File: src/sv/rrwl_ram.sv
// Generic single-port RAM with registered read data.
`timescale 1ns / 1ps

module rrwl_ram #(
    parameter int WIDTH = 8,
    parameter int DEPTH = 16
) (
    input  logic                     clk,
    input  logic                     we,
    input  logic [$clog2(DEPTH)-1:0] addr,
    input  logic [WIDTH-1:0]         wdata,
    output logic [WIDTH-1:0]         rdata
);

    logic [WIDTH-1:0] mem [DEPTH];

    always_ff @(posedge clk)
    begin
        if (we)
        begin
            mem[addr] <= wdata;
        end
        rdata <= mem[addr];
    end

endmodule

File: config.mk
export PLATFORM = sky130hd
export DESIGN_NAME = rrwl_ram
export DESIGN_NICKNAME = d
export VERILOG_FILES = /design/src/sv/rrwl_ram.sv
export SDC_FILE = /design/constraint.sdc
export NUM_CORES = 1
export LEC_CHECK = 0
export BUFFER_PORTS_ARGS = -buffer_cell sky130_fd_sc_hd__buf_2
export CAP_MARGIN = 15
export CORE_MARGIN = 3
export CORE_UTILIZATION = 40
export DETAILED_ROUTE_END_ITERATION = 7
export PLACE_DENSITY = 0.54
export SLEW_MARGIN = 20
export SYNTH_ARGS = -nofsm -noshare
export SYNTH_HDL_FRONTEND = slang
export SYNTH_SLANG_ARGS = --single-unit
File: constraint.sdc
create_clock -name clk -period 2.2 [get_ports clk]
set_input_delay 0.44 -clock clk [delete_from_list [all_inputs] [get_ports clk]]
set_output_delay 0.44 -clock clk [all_outputs]
set_load 0.01 [all_outputs]
[Yosys cells after proc, flatten, opt, wreduce, memory -nomap -nowiden]
Memories as Yosys holds them, arrays and structs flattened. A register that Yosys moved wholly into a read port is not among the register bits.
Index checks and enable logic that the tools add are counted.
Storage, ports and cells
  bits in registers: 0
  RAM bits: 128
  input bits: 14
  output and inout bits: 8
  word-level logic and storage cells: 3
  memories kept: 1
Memory list
  mem: words 16, width 8, rd ports 1, clocked after memory_dff 1, write ports 1, RTL line 15  | logic [WIDTH-1:0] mem [DEPTH];
Cells by class
  multiplexer cells: 2
Operators by type and width (count)
  $mux W1: 2

[Logic depth before layout (Yosys ltp)]
Gate-level depths: netlist of the first run.
  word-level depth: 2
  depth in mapped cells: 5
  gate-level depth less buffers: 3

[Worst setup path after synthesis of the first run]
No wires, ideal clock.
  kind: input port to flip-flop
  from: in addr[2]
  to: mem mem[0][0], enable pin
  setup time: 0.383 ns
  data arrival time: 1.550 ns
  required time: 1.817 ns
  path slack: 0.267 ns
  stages on the path: 2
  buffers on the path: 0
  cell sequence: or3b_2 > nor3_1
RTL lines
  from (decl): RTL line 10  | input logic [$clog2(DEPTH)-1:0] addr,
  to (decl): RTL line 15
No word-level cell before the write port.

==> insert_results.sql, run 1 <==
INSERT INTO impl_metrics (metric_group, metric, value, unit) VALUES
('sta', 'relSlewSlack', '61.56', '%'),
('finish', 'final_util', '49.91', '%'),
('cts', 'cts.hold.buffers_added', '0', ''),
('drt', 'route.detailed.drc', '0', ''),
('finish', 'num_antenna_cells', '0', ''),
('sta', 'post-route-period-util', '66.73', '%'),
('finish', 'area_delta_synth_final', '20.27', '%'),
('global_route', 'pin_count_of_the_biggest_net_entering_global_routing', '40', ''),
('place', 'post-dp-hpwl', '6302', 'µm'),
('pwr', 'switching_share', '19.30', '%'),
('cts', 'postCtsSetupRepairBufs', '0', ''),
('sta', 'final.hold.worst_slack', '0.4161', 'ns'),
('drt', 'avgViaCountPerCell', '5.028', ''),
('finish', 'commonest_cells_after_routing_fill_and_taps_aside', 'edfxtp_1, mux4_2, buf_4, buf_2, clkbuf_16', ''),
('cts', 'clockBufferDepth', '2', ''),
('cts', 'clock_tree.root_cell', 'clkbuf_16', ''),
('worst_setup_path', 'path_class', 'in -> reg', ''),
('die', 'chipHeight', '118.6', 'µm'),
('drt', 'wl_met2', '4804', 'µm'),
('hold_path', 'hp-start', 'wdata[2]', ''),
('pwr', 'static-leakage-power', '2.031', 'nW'),
('sta', 'rsz_0062_raised_after_global_routing', 'no', ''),
('cts', 'cts_htree_levels', '4', ''),
('cts', 'clk-insertion-delay-late', '0.41', 'ns'),
('yosys', 'synth.yosys.warnings', '0', ''),
('worst_setup_path', 'end_kind', 'flip-flop', ''),
('finish', 'layout_commonest_cell', 'edfxtp_1', ''),
('yosys', 'syn-cell-area', '5067', 'µm²'),
('sta', 'setup_viol', '0', ''),
('global_route', 'grt_pass1_vias', '2469', ''),
('global_route', 'grt_antenna_before_repair', '0', ''),
('outcome', 'status', 'finished, final reports clean', ''),
('pwr', 'p_int', '4.774', 'mW'),
('worst_setup_path', 'critical_path.reg2reg.startpoint', 'mem[0][5]', ''),
('drt', 'drt_pre_antenna_iters', '4', ''),
('global_route', 'grt_pass1_wl', '15030', 'µm'),
('cts', 'tritoncts.num_buffers', '17', ''),
('worst_setup_path', 'cp_top_family', 'multiplexers', ''),
('worst_setup_path', 'timing.critical_path.cells', 'buf_2, buf_4, mux4_2, a22oi_1, nand2_1', ''),
('cts', 'post_cts_repair_resize_count', '0', ''),
('sta', 'achievable-frequency', '681.2', 'MHz'),
('drt', 'wl_met1', '4215', 'µm'),
('pwr', 'power_density', '970.6', 'nW/µm²'),
('drt', 'wl_per_cell', '20.85', 'µm'),
('sta', 'final_period_minus_worst_setup_slack', '1.468', 'ns'),
('die', 'die-width', '118.6', 'µm'),
('flow_run', 'max_cap_violations', '0', ''),
('global_route', 'groute.usage.overall', '14.86', '%'),
('die', 'die_area', '14060', 'µm²'),
('finish', 'drive_gt1_share', '35.37', '%'),
('worst_setup_path', 'path_max_fanout', '12', ''),
('place', 'placer_s_final_routability_congestion_estimate', '0.7134', ''),
('worst_setup_path', 'critical_path.startpoint_type', 'input pin', ''),
('drt', 'vias', '2323', ''),
('sta', 'transition_at_the_pin_with_the_smallest_max_transition_slack', '0.5744', 'ns'),
('pwr', 'combinationalPowerShare', '4.7', '%'),
('pwr', 'clock_power_share', '46.0', '%'),
('drt', 'detail_route.wirelength', '9632', 'µm'),
('cts', 'clk_transition_reported_paths', '0.05', 'ns'),
('yosys', 'yosys_register_bits', '136', ''),
('drt', 'antenna_violating_nets_post_route', '0', ''),
('die', 'rows', '40', ''),
('die', 'io-pin-count', '22', ''),
('yosys', 'mapped_cells', '230', ''),
('finish', 'nets', '297', ''),
('worst_setup_path', 'setup.worst_path.start', 'addr[0]', ''),
('worst_setup_path', 'cpMaxStageDelayCell', 'mux4_2', ''),
('yosys', 'synth_area_per_cell', '22.03', 'µm²'),
('cts', 'tritoncts', 'yes', ''),
('worst_setup_path', 'worst_path_largest_cell_delay', '0.55', 'ns'),
('die', 'floorplan.initialDensity', '41.50', '%');
[synthesized netlist by cell type]
cell / instances / share of area (%)
nor2b_1: 2 / 0.25
mux4_2: 32 / 14
nand3b_1: 2 / 0.30
nor2_1: 13 / 0.96
nor3_1: 4 / 0.40
dfxtp_1: 8 / 3.2
clkbuf_2: 1 / 0.099
a22oi_1: 16 / 2.4
edfxtp_1: 128 / 76
buf_1: 4 / 0.30
or3b_2: 1 / 0.17
buf_2: 2 / 0.20
and2_1: 1 / 0.12
nand2b_1: 2 / 0.25
nand2_1: 9 / 0.67
nand3_1: 1 / 0.099
clkbuf_1: 2 / 0.15
buf_6: 2 / 0.44
[final timing paths]
kind	endpoint	slack, ns	depth (start not counted)
min	mem[10][2]	0.42	1
max	rdata[5]	0.73	5
min reg2reg	rdata[6]	0.67	3
max reg2reg	rdata[5]	0.86	3
[flip-flops by register name (all words and copies together), names as in the netlist]
name and count:
rdata 8, mem 128
[power groups by stage]
stage / clock [mW] / sequential [mW] / combinational (mW)
after CTS: 2.78 / 2.92 / 0.284
after global routing: 2.92 / 2.92 / 0.304
after global placement: 0 / 2.97 / 0.281
final: 2.72 / 2.92 / 0.276
after floorplan: 0 / 2.97 / 0.149
after detailed placement: 0 / 2.97 / 0.284
[logic make-up after synthesis]
logic type / synth area share (%)
AOI/OAI and AO/OA: 2.370
buffers and inverters: 1.185
DFF: 79.01
muxes: 14.22
and+or+nand+nor: 3.210
[through the flow]
stage               worst slack [ns]  std cells  instance area [µm²]
global placement              0.2859        432                 5528
detailed placement            0.2910        432                 5528
finish                        0.7320        462                 6095
global route                  0.6396        462                 6095
CTS                           0.7222        462                 6095
floorplan                     0.2670        230                 5067
[routing by layer]
layer  up-vias  track usage, %
met5         -               0
met4         0           5.214
met3        10           4.498
met2        56           23.34
met1      1193           19.82
li1       1064               -
[layout make-up]
class	instances	area, µm²
Sequential cell	136	4004
Clock inverter	10	130.1
Multi-Input combinational cell	83	1003
Timing Repair Buffer	45	310.3
Tap cell	168	210.2
Clock buffer	20	436.7
Fill cell	1021	6117
No activity file was read; power rests on OpenSTA's default activity.
==> run 2: changes to the inputs <==
--- a/config.mk
+++ b/config.mk
@@ -10,7 +10,7 @@
 export CORE_MARGIN = 3
 export CORE_UTILIZATION = 40
 export DETAILED_ROUTE_END_ITERATION = 7
-export PLACE_DENSITY = 0.54
+export PLACE_DENSITY = 0.56
 export SLEW_MARGIN = 20
 export SYNTH_ARGS = -nofsm -noshare
 export SYNTH_HDL_FRONTEND = slang
==> constraint.sdc (replaced) <==
create_clock -name clk -period 1.2 [get_ports clk]
set_input_delay 0.24 -clock clk [delete_from_list [all_inputs] [get_ports clk]]
set_output_delay 0.24 -clock clk [all_outputs]
set_load 0.01 [all_outputs]
==> run 2 against run 1 <==
  * The flow now finishes with violations (setup timing)
  * Highest routed layer unchanged
  * Critical endpoint is now rdata[0]
  * Largest cell class unchanged
  * Clock power grew 82%
  * Sequential share of layout area shrank 5.0 points
  * Worst hold slack lost 0.19 ns
  * Clock-buffer cell count shrank 1
==> insert_results.sql, run 2 (synthesis gave the netlist of run 1 again) <==
INSERT INTO impl_metrics (metric_group, metric, value, unit) VALUES
('outcome', 'status', 'complete, but fails checks', ''),
('outcome', 'violations', 'setup timing', ''),
('finish', 'final_util', '54.04', '%'),
('sta', 'setup_viol', '8', ''),
('sta', 'timing_hold_violations_final', '0', ''),
('global_route', 'grt_pass1_vias', '2628', ''),
('sta', 'timing.setup.tns', '-0.6206', 'ns'),
('sta', 'final_period_minus_worst_setup_slack', '1.331', 'ns'),
('place', 'post-dp-hpwl', '6796', 'µm'),
('worst_setup_path', 'timing.critical_path.cells', 'mux4_2, a22oi_2, nand2_1', ''),
('cts', 'tritoncts', 'yes', ''),
('cts', 'clock_tree.root_cell', 'clkbuf_16', ''),
('cts', 'cts_sinks', '136', ''),
('sta', 'finalClockSkew', '0.008856', 'ns'),
('pwr', 'power.share.sequential', '48.8', '%'),
('worst_setup_path', 'cp_top_family', 'multiplexers', ''),
('global_route', 'pin_count_of_the_biggest_net_entering_global_routing', '19', ''),
('global_route', 'groute.usage.overall', '16.12', '%'),
('drt', 'vias', '2462', ''),
('die', 'chipHeight', '118.6', 'µm'),
('worst_setup_path', 'critical_path.reg2reg.startpoint', 'mem[2][0]', ''),
('worst_setup_path', 'reg2reg_to', 'rdata[0]', ''),
('worst_setup_path', 'worst_ep_arrival_time', '1.61', 'ns'),
('worst_setup_path', 'r2r_cells', '3', ''),
('global_route', 'grt_pass1_wl', '15960', 'µm'),
('drt', 'wl_per_cell', '21.11', 'µm'),
('die', 'die-width', '118.6', 'µm'),
('worst_setup_path', 'cpMaxStageDelayCell', 'mux4_2', ''),
('finish', 'num_antenna_cells', '0', ''),
('place', 'placer_s_final_routability_congestion_estimate', '0.7170', ''),
('pwr', 'report.power.total', '10.94', 'mW'),
('die', 'io-pin-count', '22', ''),
('drt', 'detail_route.wirelength', '10280', 'µm'),
('cts', 'cts_htree_levels', '4', ''),
('drt', 'drt_pre_antenna_iters', '4', ''),
('sta', 'post-route-period-util', '110.9', '%'),
('die', 'core', '12210', 'µm²'),
('cts', 'postCtsSetupRepairBufs', '0', ''),
('pwr', 'power_density', '1658', 'nW/µm²'),
('sta', 'relSlewSlack', '33.08', '%'),
('worst_setup_path', 'critical_path.startpoint_type', 'flip-flop', ''),
('worst_setup_path', 'path_class', 'reg -> reg', ''),
('pwr', 'ir_drop', '786.5', 'µV'),
('worst_setup_path', 'end_kind', 'flip-flop', ''),
('finish', 'commonest_cells_after_routing_fill_and_taps_aside', 'edfxtp_1, buf_4, mux4_2, buf_2, clkbuf_16', ''),
('cts', 'clk-insertion-delay-late', '0.41', 'ns'),
('worst_setup_path', 'path_max_fanout', '1', ''),
('sta', 'final.setup.worst_slack', '-0.1307', 'ns'),
('hold_path', 'worst_hold_check_path_type', 'in -> reg', ''),
('finish', 'drive_gt1_share', '50.16', '%'),
('sta', 'transition_at_the_pin_with_the_smallest_max_transition_slack', '1.002', 'ns'),
('global_route', 'grt_antenna_before_repair', '0', ''),
('worst_setup_path', 'reg2reg_slack', '-0.13', 'ns'),
('finish', 'layout_commonest_cell', 'edfxtp_1', ''),
('worst_setup_path', 'crit_required', '1.48', 'ns'),
('pwr', 'combinationalPowerShare', '5.9', '%'),
('pwr', 'switching_share', '20.47', '%'),
('sta', 'achievable-frequency', '751.5', 'MHz'),
('sta', 'rsz_0062_raised_after_global_routing', 'yes', ''),
('drt', 'avgViaCountPerCell', '5.055', ''),
('finish', 'area_delta_synth_final', '30.22', '%'),
('worst_setup_path', 'critical_path.endpoint', 'rdata[0]', ''),
('worst_setup_path', 'path_buf_inv', '0', ''),
('sta', 'final_max_slew_viols', '0', ''),
('die', 'floorplan.initialDensity', '41.50', '%'),
('cts', 'clk_transition_reported_paths', '0.06', 'ns'),
('global_route', 'global_route.overflow_total', '0', ''),
('pwr', 'power.net_switching', '2.240', 'mW'),
('finish', 'largest_register_ff_count', '128', ''),
('drt', 'antenna_violating_nets_post_route', '0', ''),
('finish', 'nets', '320', ''),
('finish', 'reg.largest.list', 'mem (128), rdata (8)', ''),
('die', 'rows', '40', ''),
('finish', 'register_bank_with_the_most_flops', 'mem', ''),
('worst_setup_path', 'setup.worst_path.start', 'mem[2][0]', ''),
('drt', 'route.detailed.drc', '0', ''),
('cts', 'tritoncts.num_buffers', '17', ''),
('pwr', 'static-leakage-power', '2.217', 'nW'),
('drt', 'initialDrtViolationCount', '237', ''),
('die', 'die_area', '14060', 'µm²'),
('flow_run', 'max_cap_violations', '0', ''),
('place', 'portBuffers', '21', ''),
('cts', 'clockBufferDepth', '2', ''),
('worst_setup_path', 'worst_path_largest_cell_delay', '0.48', 'ns'),
('worst_setup_path', 'cell_depth_of_the_worst_setup_path', '3', ''),
('pwr', 'clock_power_share', '45.2', '%'),
('pwr', 'p_int', '8.703', 'mW');
run 2: metal layers:
| metal | routed length (µm) | GRT usage [%] | up-vias |
|---|---|---|---|
| met5 | 0 | 0 | - |
| met4 | 129 | 6.517 | 0 |
| met3 | 490 | 4.163 | 10 |
| met2 | 5094 | 24.44 | 63 |
| met1 | 4564 | 22.43 | 1269 |
| li1 | - | - | 1120 |
run 2: worst reg2reg max path, cell delays in order (launching register included):
cell and delay (ns):
edfxtp_1 0.38, mux4_2 0.48, a22oi_2 0.24, nand2_1 0.11
run 2: metrics by stage:
stage / hold slack (ns) / setup WS [ns] / area (µm²) / std cells
2_1_floorplan: 0.3389 / -0.1737 / 5288 / 230
3_3_place_gp: 0.6366 / -0.4727 / 5991 / 455
3_5_place_dp: 0.6378 / -0.4803 / 5991 / 455
4_1_cts: 0.2061 / -0.1226 / 6594 / 487
5_1_grt: 0.2156 / -0.1795 / 6599 / 487
6_report: 0.2242 / -0.1307 / 6599 / 487
run 2: power groups by stage:
| stage | registers [mW] | clock network (mW) | logic (mW) |
|---|---|---|---|
| 2_1_floorplan | 5.45 | 0 | 0.342 |
| 3_5_place_dp | 5.44 | 0 | 0.645 |
| 3_3_place_gp | 5.44 | 0 | 0.641 |
| 5_1_grt | 5.35 | 5.25 | 0.703 |
| 4_1_cts | 5.35 | 5.04 | 0.663 |
| 6_report | 5.34 | 4.95 | 0.650 |
run 2: final cells by class:
type	count	area [µm²]
tap	168	210.2
multi-input combinational	83	1204
timing repair buffer	68	608.1
fill	995	5613
clock inverter	13	128.9
sequential	136	4005
clock buffer	19	442.9
run 2: worst min-delay path by stage:
stage,start,end,slack [ns],cells past startpoint
6_report,wdata[0],mem[14][0],0.22,1
3_5_place_dp,rdata[2],rdata[2],0.64,1
2_1_floorplan,wdata[0],mem[0][0],0.34,0
4_1_cts,wdata[0],mem[14][0],0.21,1
5_1_grt,wdata[0],mem[14][0],0.22,1
3_3_place_gp,wdata[0],mem[6][0],0.64,1
run 2: repair_timing:
action                                  CTS  global route
endpoints found under the setup margin    9             8
resized for setup                         8             1
hold buffers                              0             0
cloned                                    0             0
pin swaps                                 7             2
